===== src/hw/rtl/pgb_pkg.sv =====
// pgb_pkg: shared types and constants for the palette gradient blender.
// Used by pgb_ctrl, pgb_dp and palette_gradient_blend_core.
package pgb_pkg;

    localparam logic [7:0] INTENSITY_MAX = 8'd63;
    // ceil(2^22 / 63): x * RECIP_63 >> 22 equals x / 63 for any 16-bit x
    localparam logic [16:0] RECIP_63 = 17'd66577;

    localparam logic ACT_SPAN  = 1'b0;
    localparam logic ACT_BLEND = 1'b1;

    typedef struct packed {
        logic load;       // capture input beat
        logic map_step;   // mark one color, advance pointer
        logic rd_dst;     // read span of dest color
        logic rd_src;     // read span of src color
        logic div_start;  // start divider
        logic sel_q2;     // 0: dest intensity, 1: src intensity
        logic sel_fin;    // final scaling into the dest span
        logic take_q;     // latch divider result
        logic calc_avg;   // form average and final product
        logic scale;      // multiply product by 1/63
        logic out_load;   // load output register
    } pgb_cmd_t;

    typedef struct packed {
        logic is_blend;
        logic span_ok;
        logic map_last;
        logic map_any;
        logic div_done;
        logic out_busy;
    } pgb_sts_t;

endpackage


===== src/hw/rtl/palette_gradient_blend_core.sv =====
// Palette gradient blender, one beat in flight at a time. A span write holds
// the core while it marks each color from start through end (up to 256; none
// when end is below start) and returns nothing. A blend holds it mostly for
// two passes of a bit-serial divider, one for each of the two intensities. The
// result sits in an output register, so the next beat is accepted while it
// waits; a blend whose result is ready while the previous one is still stalled
// waits for it. Depends on pgb_pkg, pgb_ctrl, pgb_dp.
module palette_gradient_blend_core #(
    parameter int SPAN_COUNT = 32
) (
    input  logic       clk,
    input  logic       rst_n,
    input  logic       in_valid,
    output logic       in_ready,
    input  logic       action,
    input  logic [4:0] span_number,
    input  logic [7:0] span_start,
    input  logic [7:0] span_end,
    input  logic       span_inverted,
    input  logic [7:0] dest_color,
    input  logic [7:0] src_color,
    output logic       out_valid,
    input  logic       out_ready,
    output logic [7:0] blended_color
);
    pgb_pkg::pgb_cmd_t cmd;
    pgb_pkg::pgb_sts_t sts;

    pgb_ctrl u_ctrl (
        .clk      (clk),
        .rst_n    (rst_n),
        .in_valid (in_valid),
        .in_ready (in_ready),
        .cmd      (cmd),
        .sts      (sts)
    );

    pgb_dp #(.SPAN_COUNT(SPAN_COUNT)) u_dp (
        .clk           (clk),
        .rst_n         (rst_n),
        .cmd           (cmd),
        .sts           (sts),
        .action        (action),
        .span_number   (span_number),
        .span_start    (span_start),
        .span_end      (span_end),
        .span_inverted (span_inverted),
        .dest_color    (dest_color),
        .src_color     (src_color),
        .blended_color (blended_color),
        .out_valid     (out_valid),
        .out_ready     (out_ready)
    );
endmodule


===== src/hw/rtl/pgb_div.sv =====
// pgb_div: 16/8 restoring divider, one quotient bit per cycle.
// Depends on nothing; used by pgb_dp.
module pgb_div (
    input  logic        clk,
    input  logic        rst_n,
    input  logic        start,
    input  logic [15:0] dividend,
    input  logic [7:0]  divisor,
    output logic [15:0] quotient,
    output logic        done
);
    logic [15:0] q_reg, q_next;
    logic [8:0]  r_reg, r_next;
    logic [7:0]  d_reg, d_next;
    logic [4:0]  cnt_reg, cnt_next;
    logic        busy_reg, busy_next;
    logic [8:0]  trial;

    always_comb
    begin
        q_next    = q_reg;
        r_next    = r_reg;
        d_next    = d_reg;
        cnt_next  = cnt_reg;
        busy_next = busy_reg;
        trial     = {r_reg[7:0], q_reg[15]} - {1'b0, d_reg};
        if (start)
        begin
            q_next    = dividend;
            r_next    = '0;
            d_next    = divisor;
            cnt_next  = 5'd16;
            busy_next = 1'b1;
        end
        else if (busy_reg)
        begin
            if (!trial[8])
            begin
                r_next = trial;
                q_next = {q_reg[14:0], 1'b1};
            end
            else
            begin
                r_next = {r_reg[7:0], q_reg[15]};
                q_next = {q_reg[14:0], 1'b0};
            end
            cnt_next = cnt_reg - 5'd1;
            if (cnt_reg == 5'd1)
            begin
                busy_next = 1'b0;
            end
        end
    end

    always_ff @(posedge clk or negedge rst_n)
    begin
        if (!rst_n)
        begin
            busy_reg <= 1'b0;
            cnt_reg  <= '0;
        end
        else
        begin
            busy_reg <= busy_next;
            cnt_reg  <= cnt_next;
        end
    end

    always_ff @(posedge clk)
    begin
        q_reg <= q_next;
        r_reg <= r_next;
        d_reg <= d_next;
    end

    assign quotient = q_reg;
    assign done     = !busy_reg;
endmodule


===== src/hw/rtl/pgb_dp.sv =====
// pgb_dp: span tables, color map, divider and output register.
// Depends on pgb_pkg and pgb_div.
module pgb_dp #(
    parameter int SPAN_COUNT = 32
) (
    input  logic              clk,
    input  logic              rst_n,
    input  pgb_pkg::pgb_cmd_t cmd,
    output pgb_pkg::pgb_sts_t sts,
    input  logic              action,
    input  logic [4:0]        span_number,
    input  logic [7:0]        span_start,
    input  logic [7:0]        span_end,
    input  logic              span_inverted,
    input  logic [7:0]        dest_color,
    input  logic [7:0]        src_color,
    output logic [7:0]        blended_color,
    output logic              out_valid,
    input  logic              out_ready
);
    localparam int SW = (SPAN_COUNT > 1) ? $clog2(SPAN_COUNT) : 1;

    logic [7:0]  start_reg [SPAN_COUNT];
    logic [7:0]  len_reg   [SPAN_COUNT];
    logic [SPAN_COUNT-1:0] inv_reg;
    logic [4:0]  cmap [256];
    logic [255:0] mvalid_reg;

    logic        act_reg;
    logic [4:0]  num_reg;
    logic [7:0]  st_reg, en_reg, dst_reg, src_reg;
    logic [7:0]  ptr_reg;
    logic [4:0]  rd_reg;
    logic [4:0]  sd_reg;
    logic        rd_v_reg;
    logic [7:0]  qd_reg, qs_reg;
    logic [7:0]  lenq_reg;
    logic        invq_reg;
    logic [15:0] prod_reg;
    logic [7:0]  fin_reg;
    logic [7:0]  out_reg;
    logic        ov_reg;

    logic [4:0]  sd_eff, s_cur;
    logic [7:0]  c_cur, t, len_cur;
    logic [15:0] dvd;
    logic [7:0]  dvs;
    logic [15:0] quo;
    logic        div_done_w;
    logic [7:0]  qraw, qfix, avg, avgf;
    logic [8:0]  sum;
    logic [32:0] recip;

    function automatic logic [SW-1:0] sidx(input logic [4:0] s);
        sidx = SW'(s);
    endfunction

    function automatic logic [4:0] span_chk(input logic [4:0] s);
        span_chk = (32'(s) < SPAN_COUNT) ? s : 5'd0;
    endfunction

    always_ff @(posedge clk)
    begin
        if (cmd.load)
        begin
            act_reg    <= action;
            num_reg    <= span_number;
            st_reg     <= span_start;
            en_reg     <= span_end;
            dst_reg    <= dest_color;
            src_reg    <= src_color;
            ptr_reg    <= span_start;
        end
        else if (cmd.map_step)
        begin
            ptr_reg <= ptr_reg + 8'd1;
        end
        if (cmd.map_step && (en_reg >= st_reg))
        begin
            cmap[ptr_reg] <= num_reg;
        end
        if (cmd.rd_dst)
        begin
            rd_reg <= cmap[dst_reg];
        end
        if (cmd.rd_src)
        begin
            rd_reg <= cmap[src_reg];
        end
    end

    // map validity and span tables
    always_ff @(posedge clk or negedge rst_n)
    begin
        if (!rst_n)
        begin
            mvalid_reg <= '0;
            inv_reg    <= '0;
            rd_v_reg   <= 1'b0;
            for (int i = 0; i < SPAN_COUNT; i++)
            begin
                start_reg[i] <= '0;
                len_reg[i]   <= '0;
            end
        end
        else
        begin
            if (cmd.map_step && (en_reg >= st_reg))
            begin
                mvalid_reg[ptr_reg] <= 1'b1;
            end
            if (cmd.rd_dst)
            begin
                rd_v_reg <= mvalid_reg[dst_reg];
            end
            if (cmd.rd_src)
            begin
                rd_v_reg <= mvalid_reg[src_reg];
            end
            if (cmd.load && action == pgb_pkg::ACT_SPAN && 32'(span_number) < SPAN_COUNT)
            begin
                start_reg[SW'(span_number)] <= span_start;
                len_reg[SW'(span_number)]   <= (span_end >= span_start) ?
                    span_end - span_start : span_start - span_end;
                inv_reg[SW'(span_number)]   <= span_inverted;
            end
        end
    end

    // dest span is kept for the final scaling
    always_ff @(posedge clk)
    begin
        if (cmd.div_start && !cmd.sel_q2)
        begin
            sd_reg <= sd_eff;
        end
    end

    assign sd_eff = span_chk(rd_v_reg ? rd_reg : 5'd0);
    assign s_cur  = cmd.sel_fin ? sd_reg : sd_eff;
    assign c_cur  = cmd.sel_q2 ? src_reg : dst_reg;
    assign len_cur = len_reg[sidx(s_cur)];
    assign t      = c_cur - start_reg[sidx(s_cur)];
    assign dvd    = 16'(t) * 16'(pgb_pkg::INTENSITY_MAX);
    assign dvs    = len_cur;

    always_comb
    begin
        sum   = {1'b0, qd_reg} + {1'b0, qs_reg};
        avg   = sum[8:1];
        avgf  = inv_reg[sidx(sd_reg)] ? pgb_pkg::INTENSITY_MAX - avg : avg;
        recip = 33'(prod_reg) * 33'(pgb_pkg::RECIP_63);
    end

    always_ff @(posedge clk)
    begin
        if (cmd.div_start)
        begin
            lenq_reg <= dvs;
            invq_reg <= inv_reg[sidx(s_cur)];
        end
    end

    pgb_div u_div (
        .clk      (clk),
        .rst_n    (rst_n),
        .start    (cmd.div_start),
        .dividend (dvd),
        .divisor  (dvs),
        .quotient (quo),
        .done     (div_done_w)
    );

    assign qraw = (lenq_reg != 8'd0) ? quo[7:0] : 8'd0;
    assign qfix = invq_reg ? pgb_pkg::INTENSITY_MAX - qraw : qraw;

    always_ff @(posedge clk)
    begin
        if (cmd.take_q && !cmd.sel_q2 && !cmd.sel_fin)
        begin
            qd_reg <= qfix;
        end
        if (cmd.take_q && cmd.sel_q2)
        begin
            qs_reg <= qfix;
        end
        if (cmd.calc_avg)
        begin
            prod_reg <= 16'(avgf) * 16'(len_reg[sidx(sd_reg)]);
        end
        if (cmd.scale)
        begin
            fin_reg <= recip[29:22];
        end
        if (cmd.out_load)
        begin
            out_reg <= start_reg[sidx(sd_reg)] + fin_reg;
        end
    end

    always_ff @(posedge clk or negedge rst_n)
    begin
        if (!rst_n)
        begin
            ov_reg <= 1'b0;
        end
        else if (cmd.out_load)
        begin
            ov_reg <= 1'b1;
        end
        else if (out_ready)
        begin
            ov_reg <= 1'b0;
        end
    end

    assign blended_color = out_reg;
    assign out_valid     = ov_reg;

    always_comb
    begin
        sts.is_blend = act_reg;
        sts.span_ok  = 32'(num_reg) < SPAN_COUNT;
        sts.map_last = (ptr_reg == en_reg);
        sts.map_any  = (en_reg >= st_reg);
        sts.div_done = div_done_w;
        sts.out_busy = ov_reg && !out_ready;
    end
endmodule


===== src/hw/rtl/pgb_ctrl.sv =====
// pgb_ctrl: sequencer for span writes and blends.
// Depends on pgb_pkg.
module pgb_ctrl (
    input  logic              clk,
    input  logic              rst_n,
    input  logic              in_valid,
    output logic              in_ready,
    output pgb_pkg::pgb_cmd_t cmd,
    input  pgb_pkg::pgb_sts_t sts
);
    localparam logic [3:0] S_IDLE  = 4'd0;
    localparam logic [3:0] S_DEC   = 4'd1;
    localparam logic [3:0] S_MAP   = 4'd2;
    localparam logic [3:0] S_RDD   = 4'd3;
    localparam logic [3:0] S_DIVD  = 4'd4;
    localparam logic [3:0] S_WD    = 4'd5;
    localparam logic [3:0] S_RDS   = 4'd6;
    localparam logic [3:0] S_DIVS  = 4'd7;
    localparam logic [3:0] S_WS    = 4'd8;
    localparam logic [3:0] S_DIVF  = 4'd9;
    localparam logic [3:0] S_WF    = 4'd10;
    localparam logic [3:0] S_OUT   = 4'd11;

    logic [3:0] state_reg, state_next;

    always_comb
    begin
        cmd        = '0;
        state_next = state_reg;
        in_ready   = 1'b0;
        case (state_reg)
            S_IDLE:
            begin
                in_ready = 1'b1;
                if (in_valid)
                begin
                    cmd.load   = 1'b1;
                    state_next = S_DEC;
                end
            end
            S_DEC:
            begin
                if (sts.is_blend)
                begin
                    state_next = S_RDD;
                end
                else if (sts.span_ok && sts.map_any)
                begin
                    state_next = S_MAP;
                end
                else
                begin
                    state_next = S_IDLE;
                end
            end
            S_MAP:
            begin
                cmd.map_step = 1'b1;
                if (sts.map_last)
                begin
                    state_next = S_IDLE;
                end
            end
            S_RDD:
            begin
                cmd.rd_dst = 1'b1;
                state_next = S_DIVD;
            end
            S_DIVD:
            begin
                cmd.div_start = 1'b1;
                state_next    = S_WD;
            end
            S_WD:
            begin
                if (sts.div_done)
                begin
                    cmd.take_q = 1'b1;
                    state_next = S_RDS;
                end
            end
            S_RDS:
            begin
                cmd.rd_src = 1'b1;
                state_next = S_DIVS;
            end
            S_DIVS:
            begin
                cmd.sel_q2    = 1'b1;
                cmd.div_start = 1'b1;
                state_next    = S_WS;
            end
            S_WS:
            begin
                cmd.sel_q2 = 1'b1;
                if (sts.div_done)
                begin
                    cmd.take_q = 1'b1;
                    state_next = S_DIVF;
                end
            end
            S_DIVF:
            begin
                cmd.sel_fin  = 1'b1;
                cmd.calc_avg = 1'b1;
                state_next   = S_WF;
            end
            S_WF:
            begin
                cmd.sel_fin = 1'b1;
                cmd.scale   = 1'b1;
                state_next  = S_OUT;
            end
            S_OUT:
            begin
                cmd.sel_fin = 1'b1;
                if (!sts.out_busy)
                begin
                    cmd.out_load = 1'b1;
                    state_next   = S_IDLE;
                end
            end
            default:
            begin
                state_next = S_IDLE;
            end
        endcase
    end

    always_ff @(posedge clk or negedge rst_n)
    begin
        if (!rst_n)
        begin
            state_reg <= S_IDLE;
        end
        else
        begin
            state_reg <= state_next;
        end
    end
endmodule


===== config.mk =====
export PLATFORM = sky130hd
export DESIGN_NAME = palette_gradient_blend_core
export DESIGN_NICKNAME = d
export VERILOG_FILES = /design/src/hw/rtl/pgb_pkg.sv /design/src/hw/rtl/palette_gradient_blend_core.sv /design/src/hw/rtl/pgb_div.sv /design/src/hw/rtl/pgb_dp.sv /design/src/hw/rtl/pgb_ctrl.sv
export SDC_FILE = /design/constraint.sdc
export NUM_CORES = 2
export LEC_CHECK = 0
export BUFFER_PORTS_ARGS = -buffer_cell sky130_fd_sc_hd__buf_4
export CORE_UTILIZATION = 50
export CTS_CLUSTER_DIAMETER = 40
export CTS_CLUSTER_SIZE = 14
export DETAILED_ROUTE_END_ITERATION = 6
export PLACE_DENSITY_LB_ADDON = 0.1
export SETUP_SLACK_MARGIN = 0.1
export SYNTH_ARGS = -nofsm -noshare
export SYNTH_HDL_FRONTEND = slang
export SYNTH_SLANG_ARGS = --single-unit

===== constraint.sdc =====
create_clock -name clk -period 12.4 [get_ports clk]
set_clock_uncertainty 0.1 [all_clocks]
set_input_delay 0 -clock clk [delete_from_list [all_inputs] [get_ports clk]]
set_output_delay 0 -clock clk [all_outputs]
set_load 0.01 [all_outputs]

Yosys cells after proc, flatten, opt, wreduce, memory -nomap -nowiden
Memories as Yosys holds them, arrays and structs flattened. A register that Yosys moved wholly into a read port is not among the register bits.
Cells that the tools add are included.
{ "word_totals": {"reg_bits": 949, "ram_bits": 1280, "input_bits": 43, "output_inout_bits": 10, "word_cells": 245, "memories": 1} }
{ "mem_list": {"columns": ["memory", "words", "word_bits", "rd", "rd_clocked_by_memory_dff", "write_ports", "line", "text"], "rows": [
  ["u_dp.cmap", 256, 5, 2, 2, 1, "pgb_dp.sv:26", "logic [4:0] cmap [256];"]
]} }
{ "classes": {"n_addsub": 10, "n_mul": 3, "n_lt_le_gt_ge": 14, "eq_ne": 18, "n_mux": 80, "bitwise": 5, "reduce_logical": 24} }
{ "op_table": {"columns": ["cell", "count"], "rows": [
  ["bitwise mux 256 bit", 2],
  ["bitwise OR 256 bit", 1],
  ["binary-select mux 8 bit (select 5 bit)", 4],
  ["2-to-1 mux 8 bit", 19],
  ["case mux 4 bit (12 select lines)", 1],
  ["demux 8 bit (select 5 bit)", 1],
  ["bitwise mux 32 bit", 1],
  ["2-to-1 mux 1 bit", 31],
  ["multiplier 16 x 17 -> 30 bit, second input constant", 1],
  ["2-to-1 mux 5 bit", 6],
  ["2-to-1 mux 14 bit", 2],
  ["< comparator 8 x 9 -> 1 bit, second input constant", 3],
  ["2-to-1 mux 4 bit", 6],
  ["subtractor 8 bit", 3],
  [">= comparator 6 bit, second input constant", 3],
  ["< comparator 5 x 6 -> 1 bit, second input constant", 3],
  ["NOT 5 -> 6 bit", 3],
  ["binary-select mux 1 bit (select 8 bit)", 2],
  ["equality test 4 x 3 -> 1 bit, second input constant", 4],
  ["equality test 4 bit, second input constant", 4],
  [">= comparator 8 bit", 2],
  ["multiplier 8 x 8 -> 16 bit", 1],
  ["subtractor 6 x 8 -> 8 bit, first input constant", 2],
  ["multiplier 8 x 6 -> 14 bit, second input constant", 1],
  ["other kinds (26)", 48]
]} }

Longest topological paths before layout
{ "logic_depth": {"depth_word": 11, "depth_mapped": 35, "mapped_depth_nobuf": 31} }

By module
Synthesis repeated with hierarchy kept, for this count alone.
{ "unflattened": {"hier_cells": 7709, "area_unflattened_um2": 113468.8} }
{ "by_module_without_submodules": {"columns": ["mod", "n_inst", "cells_each", "area_each_um2", "seq_area_each_um2"], "rows": [
  ["pgb_dp", 1, 7483, 111010.2, 62219.7],
  ["pgb_div", 1, 170, 2019.4, 1031.0],
  ["pgb_ctrl", 1, 56, 439.2, 100.1]
]} }

Worst setup path before layout
No wires, ideal clock.
{ "synth_timing": {"path_type": "register -> register", "from": "register u_ctrl.state_reg[2]", "to": "register u_dp.u_div.q_reg[12] (netlist: u_dp.u_div.quotient[12]) (data pin)", "setup_ns": 0.269, "arrival_time_ns": 6.899, "t_required_ns": 12.031, "setup_slack_ns": 5.132, "stages_incl_launch_ff": 31, "n_path_buf": 4, "synth_period_minus_slack_ns": 7.268, "cell_sequence": "dfrtp_1 nand2b_1 buf_2 nor2_4 mux2i_4 buf_2 buf_2 buf_2 nand2_1 a311oi_1 nor3_1 o31ai_1 ha_1 inv_1 fa_1 a21o_1 a21oi_1 o21bai_1 a21oi_1 xnor2_1 xor2_1 ha_1 fa_1 fa_1 ha_1 a21oi_1 o21bai_1 a211o_1 a31oi_1 xor2_1 o21ai_0"} }
{ "synth_via": {"elab_chain_cells": 11, "word_cells_on_any_way": 21, "classes_between": "add/sub (1); mul (1); eq/ne (6); mux (9); bitwise (1); reduce/logical (3)"} }
{ "synth_rtl": {"columns": ["item", "line", "text"], "rows": [
  ["start: declaration", "pgb_ctrl.sv:24", "logic [3:0] state_reg, state_next;"],
  ["start signal: assignment", "pgb_ctrl.sv:138", "state_reg <= state_next;"],
  ["equality test 4 bit", "pgb_ctrl.sv:31", "case (state_reg)"],
  ["OR reduction 3 bit (no source line)", null, null],
  ["2-to-1 mux 1 bit", "pgb_ctrl.sv:31", null],
  ["2-to-1 mux 5 bit", "pgb_dp.sv:140", "assign s_cur = cmd.sel_fin ? sd_reg : sd_eff;"],
  ["NOT 5 -> 6 bit (implied by the code)", "pgb_dp.sv:143", "assign t = c_cur - start_reg[sidx(s_cur)];"],
  ["binary-select mux 8 bit (select 5 bit)", "pgb_dp.sv:143", null],
  ["2-to-1 mux 8 bit (implied by the code) (2 in a row)", "pgb_dp.sv:143", null],
  ["subtractor 8 bit", "pgb_dp.sv:143", null],
  ["multiplier 8 x 6 -> 14 bit", "pgb_dp.sv:144", "assign dvd = 16'(t) * 16'(pgb_pkg::INTENSITY_MAX);"],
  ["2-to-1 mux 14 bit (*)", "pgb_div.sv:27", "if (start)"],
  ["via u_dp.u_div.q_next[12]", "pgb_div.sv:12", "logic [15:0] q_reg, q_next;"],
  ["end signal: assignment", "pgb_div.sv:71", "q_reg <= q_next;"],
  ["end: declaration", "pgb_div.sv:12", null]
]} }
The timed path passes the listed nets; every way through them passes the cells marked *. The select of a mux whose other input is x is not followed.
A chain may end at the register's enable or synchronous reset.

Worst setup path in the final report
{ "layout_timing": {"from": "register u_ctrl.state_reg[3]", "to": "register u_dp.u_div.q_reg[12] (netlist: u_dp.u_div.quotient[12]) (data pin)"} }
Same word-level chain as after synthesis.

==> results.md <==
- Outcome: complete, no violations
- Synthesized Nets: just over 8000
- Layout cells sized above 1: 0.2545
- Total GRT Usage: 0.3070
- Finish-stage setup viols: 0
- Synthesis Warnings: 0
- CP Data Arrival Time: around 10 ns
- Antenna violations before repair: 8
- Hold_sp: span_start[0]
- DIE AREA: 230600 um^2
- Unique cell type count in the Yosys netlist: 79
- P&R area growth vs syn: 14.61%
- Critical register-to-register path startpoint: u_ctrl.state_reg[3]
- Cell Area, Synth: ~110000 um^2
- Final min period: ~9.5 ns
- Area of placed instances: roughly 120000 um^2
- Final wirelength: between 300 and 400 mm
- Die height: between 400 and 500 um
- Post-route clock period utilization: 0.7626
- Power after layout: approximately 0.034 W
- Pwr dens: between 200 and 300 nW/um^2
- Reg-to-reg slack, setup: 2.94 ns
- Max Cap Viol: 0
- CTS root buffer: clkbuf_16
- Pre-Repair DR Iteration Count: 6
- Die W: 480.2 um
- Largest net degree at the start of global routing: between 150 and 200
- 1st-iter DRT viols: 8736
- Vias in the first global route: approximately 75000
- Clk buf depth: 4
- FILL cells: ~18000
- CP required: approximately 13 ns
- Synth Flop Type: edfxtp_1
- Worst-Margin Slew: 1.389 ns
- Post-synthesis sequential area ratio: 0.5518
- Slowest cell on the critical path: mux2i_4
- Crit path max fanout: 93
- Async SR Flop Fraction: 0.3617
- Num ports: 53
- Synthesized flop and latch total: approximately 2200
- Setup WS post-layout: approximately 2.9 ns
- Vias: around 74000
- Clock sink total: about 2200
- Worst hold path type: input pin to flop
- CP Class: flop to flop
- HPWL after DPL: between 200 and 250 mm
- H-tree level count: 5
- Hold Crit Depth: 4
- Crit end category: flop
- Place WS: about 3.1 ns
- CTS tree: built
- Max_slew headroom: 0.07396
- Post-synth EDFFs: between 1000 and 1500
- DR vias/cell: about 6.5
- Worst skew pair latency: 0.96 ns
- Final net count: ~8300
- Setup TNS: 0 ns
- CTS buffer count: about 370
- Fmax: 105.7 MHz
- First-pass GRT wire length: ~520 mm
- Post-route cell area: between 100000 and 150000 um^2
- Global route overflow: 0
- R2R depth: 28
- Multi-input gate area: roughly 48000 um^2
- Hold WS: roughly 0.062 ns
- Mapped Avg Cell Area: about 14 um^2
- CP startpoint kind: flop
- Clk slew on worst S/H paths: about 0.05 ns
- Max stage delay on crit path: between 0.8 and 0.9 ns
- Worst r2r dst: u_dp.u_div.quotient[12]
- Register area: ~63000 um^2
- RD Place Congestion: a little under 0.9
- Peak supply drop: 0.001508 V
- Max Slew Vio Count: 0
- Cells after Synth: between 7000 and 8000
- DRC Markers: 0
- Core footprint: 227300 um^2
- Largest reg by FF count: u_dp.cmap
- Site Rows: 175
- Wire per inst: roughly 30 um
- Initial Util: 0.5030
- # port buffers: 52
- Leakage: 47.67 nW
- Routed Antenna Nets: 0
- Unrepaired setup endpoints after global routing: false
- Final Hold Viols: 0
- Hold endpoint: u_dp.ptr_reg[0]
- Largest register FFs: approximately 1300
- Post-CTS setup buffers: 0
-- cell usage after synthesis, types with 13 or more instances --
master	count	area share
ha_1	204	0.022
mux2_2	32	0.0032
a221oi_1	13	0.0010
nor2b_1	35	0.0019
and3_1	86	0.0047
a311oi_1	81	0.0062
nand4_1	14	0.00077
dfxtp_1	26	0.0046
fa_1	64	0.011
nand3_1	207	0.0091
a31oi_1	32	0.0018
inv_1	185	0.0061
nor2_1	389	0.013
edfxtp_1	1407	0.37
xor2_1	38	0.0029
dfrtp_1	812	0.18
a211oi_1	22	0.0014
a21o_1	26	0.0017
mux2i_1	32	0.0028
a22oi_1	50	0.0033
buf_1	34	0.0011
mux2_4	22	0.0029
mux4_2	1133	0.22
clkbuf_1	464	0.015
nand2_1	1269	0.042
and2_1	18	0.00098
nor3_1	40	0.0018
a22o_1	27	0.0021
buf_2	132	0.0058
o21bai_1	271	0.018
a21oi_1	93	0.0041
nand2b_1	19	0.0010
xnor2_1	65	0.0050
o21ai_0	513	0.022
-- layer usage --
layer	routed length, um	track usage	vias to the layer above
li1	-	-	30890
met3	30150	0.05729	782
met5	13	0	-
met2	166700	0.4849	3776
met1	138100	0.4246	38640
met4	14800	0.1190	2
-- repair_timing --
action                                 4_1_cts  5_1_grt
hold buffers                                88        0
endpoints found under the hold margin      895        0
resized for setup                            0        0
-- placed cells by master (no fill, tap or decap), types with 32 or more instances in the layout --
cell type	instances
clkinv_4	41
a311oi_1	81
nand3_1	191
a22oi_1	50
ha_1	204
nor2_1	386
clkbuf_16	382
nand2_1	1257
inv_1	185
and3_1	86
clkinvlp_4	33
o21ai_0	512
a31oi_1	32
a21oi_1	93
clkinv_2	41
o21bai_1	271
dlygate4sd3_1	87
xnor2_1	62
nor3_1	38
fa_1	64
buf_4	213
dfrtp_1	812
inv_6	59
mux4_2	1133
xor2_1	36
bufinv_16	32
edfxtp_1	1407
clkbuf_1	35
-- how the worst max path moves through the flow --
stage,startpoint,endpoint,slack (ns)
2_1_floorplan,u_ctrl.state_reg[2],u_dp.u_div.quotient[12],5.13
3_3_place_gp,u_ctrl.state_reg[2],u_dp.u_div.quotient[12],3.20
3_5_place_dp,u_ctrl.state_reg[3],u_dp.u_div.quotient[12],3.11
4_1_cts,u_ctrl.state_reg[3],u_dp.u_div.quotient[12],3.09
5_1_grt,u_ctrl.state_reg[3],u_dp.u_div.quotient[12],2.36
6_report,u_ctrl.state_reg[3],u_dp.u_div.quotient[12],2.94
-- stage by stage --
step / std cells / util
floorplan: 7992 / -
global route: 11340 / 0.5765
finish: 11350 / 0.5765
detailed placement: 10580 / 0.5174
global placement: 10580 / 0.5174
CTS: 11340 / 0.5765
-- cells by family after synthesis --
family / count (synthesis) / share of synthesized area
buf+inv: 835 / 0.02971
fa+ha+maj: 269 / 0.03362
xor+xnor: 104 / 0.008033
compound gates: 1194 / 0.06658
simple gates: 2118 / 0.07720
mux: 1227 / 0.2330
flops: 2245 / 0.5518
-- critical path: cells and delay by family (launching register included) --
kind	cells	cell delay, ns
DFF	1	0.64
xor gates and xnor gates	3	0.62
buffers and inverters	2	0.51
and+or+nand+nor	4	1.10
adders and majority gates	6	2.39
muxes	1	0.89
AOI/OAI and AO/OA	12	2.86
-- power by group --
part           internal, W  switching [W]  total, W
Sequential         0.00877       0.000690   0.00946
Clock              0.00648        0.00387    0.0104
Combinational      0.00638        0.00806    0.0144
-- layout make-up --
type	instances	area share
clock buffers	434	0.07574
repair buffers	316	0.02131
inverters	187	0.005367
well taps	3009	0.02873
clock inverters	239	0.01982
flip-flops and latches	2245	0.4817
multi-input cells	4912	0.3672
diodes	4	0.00007639
Power figures use the tool's default switching activity.
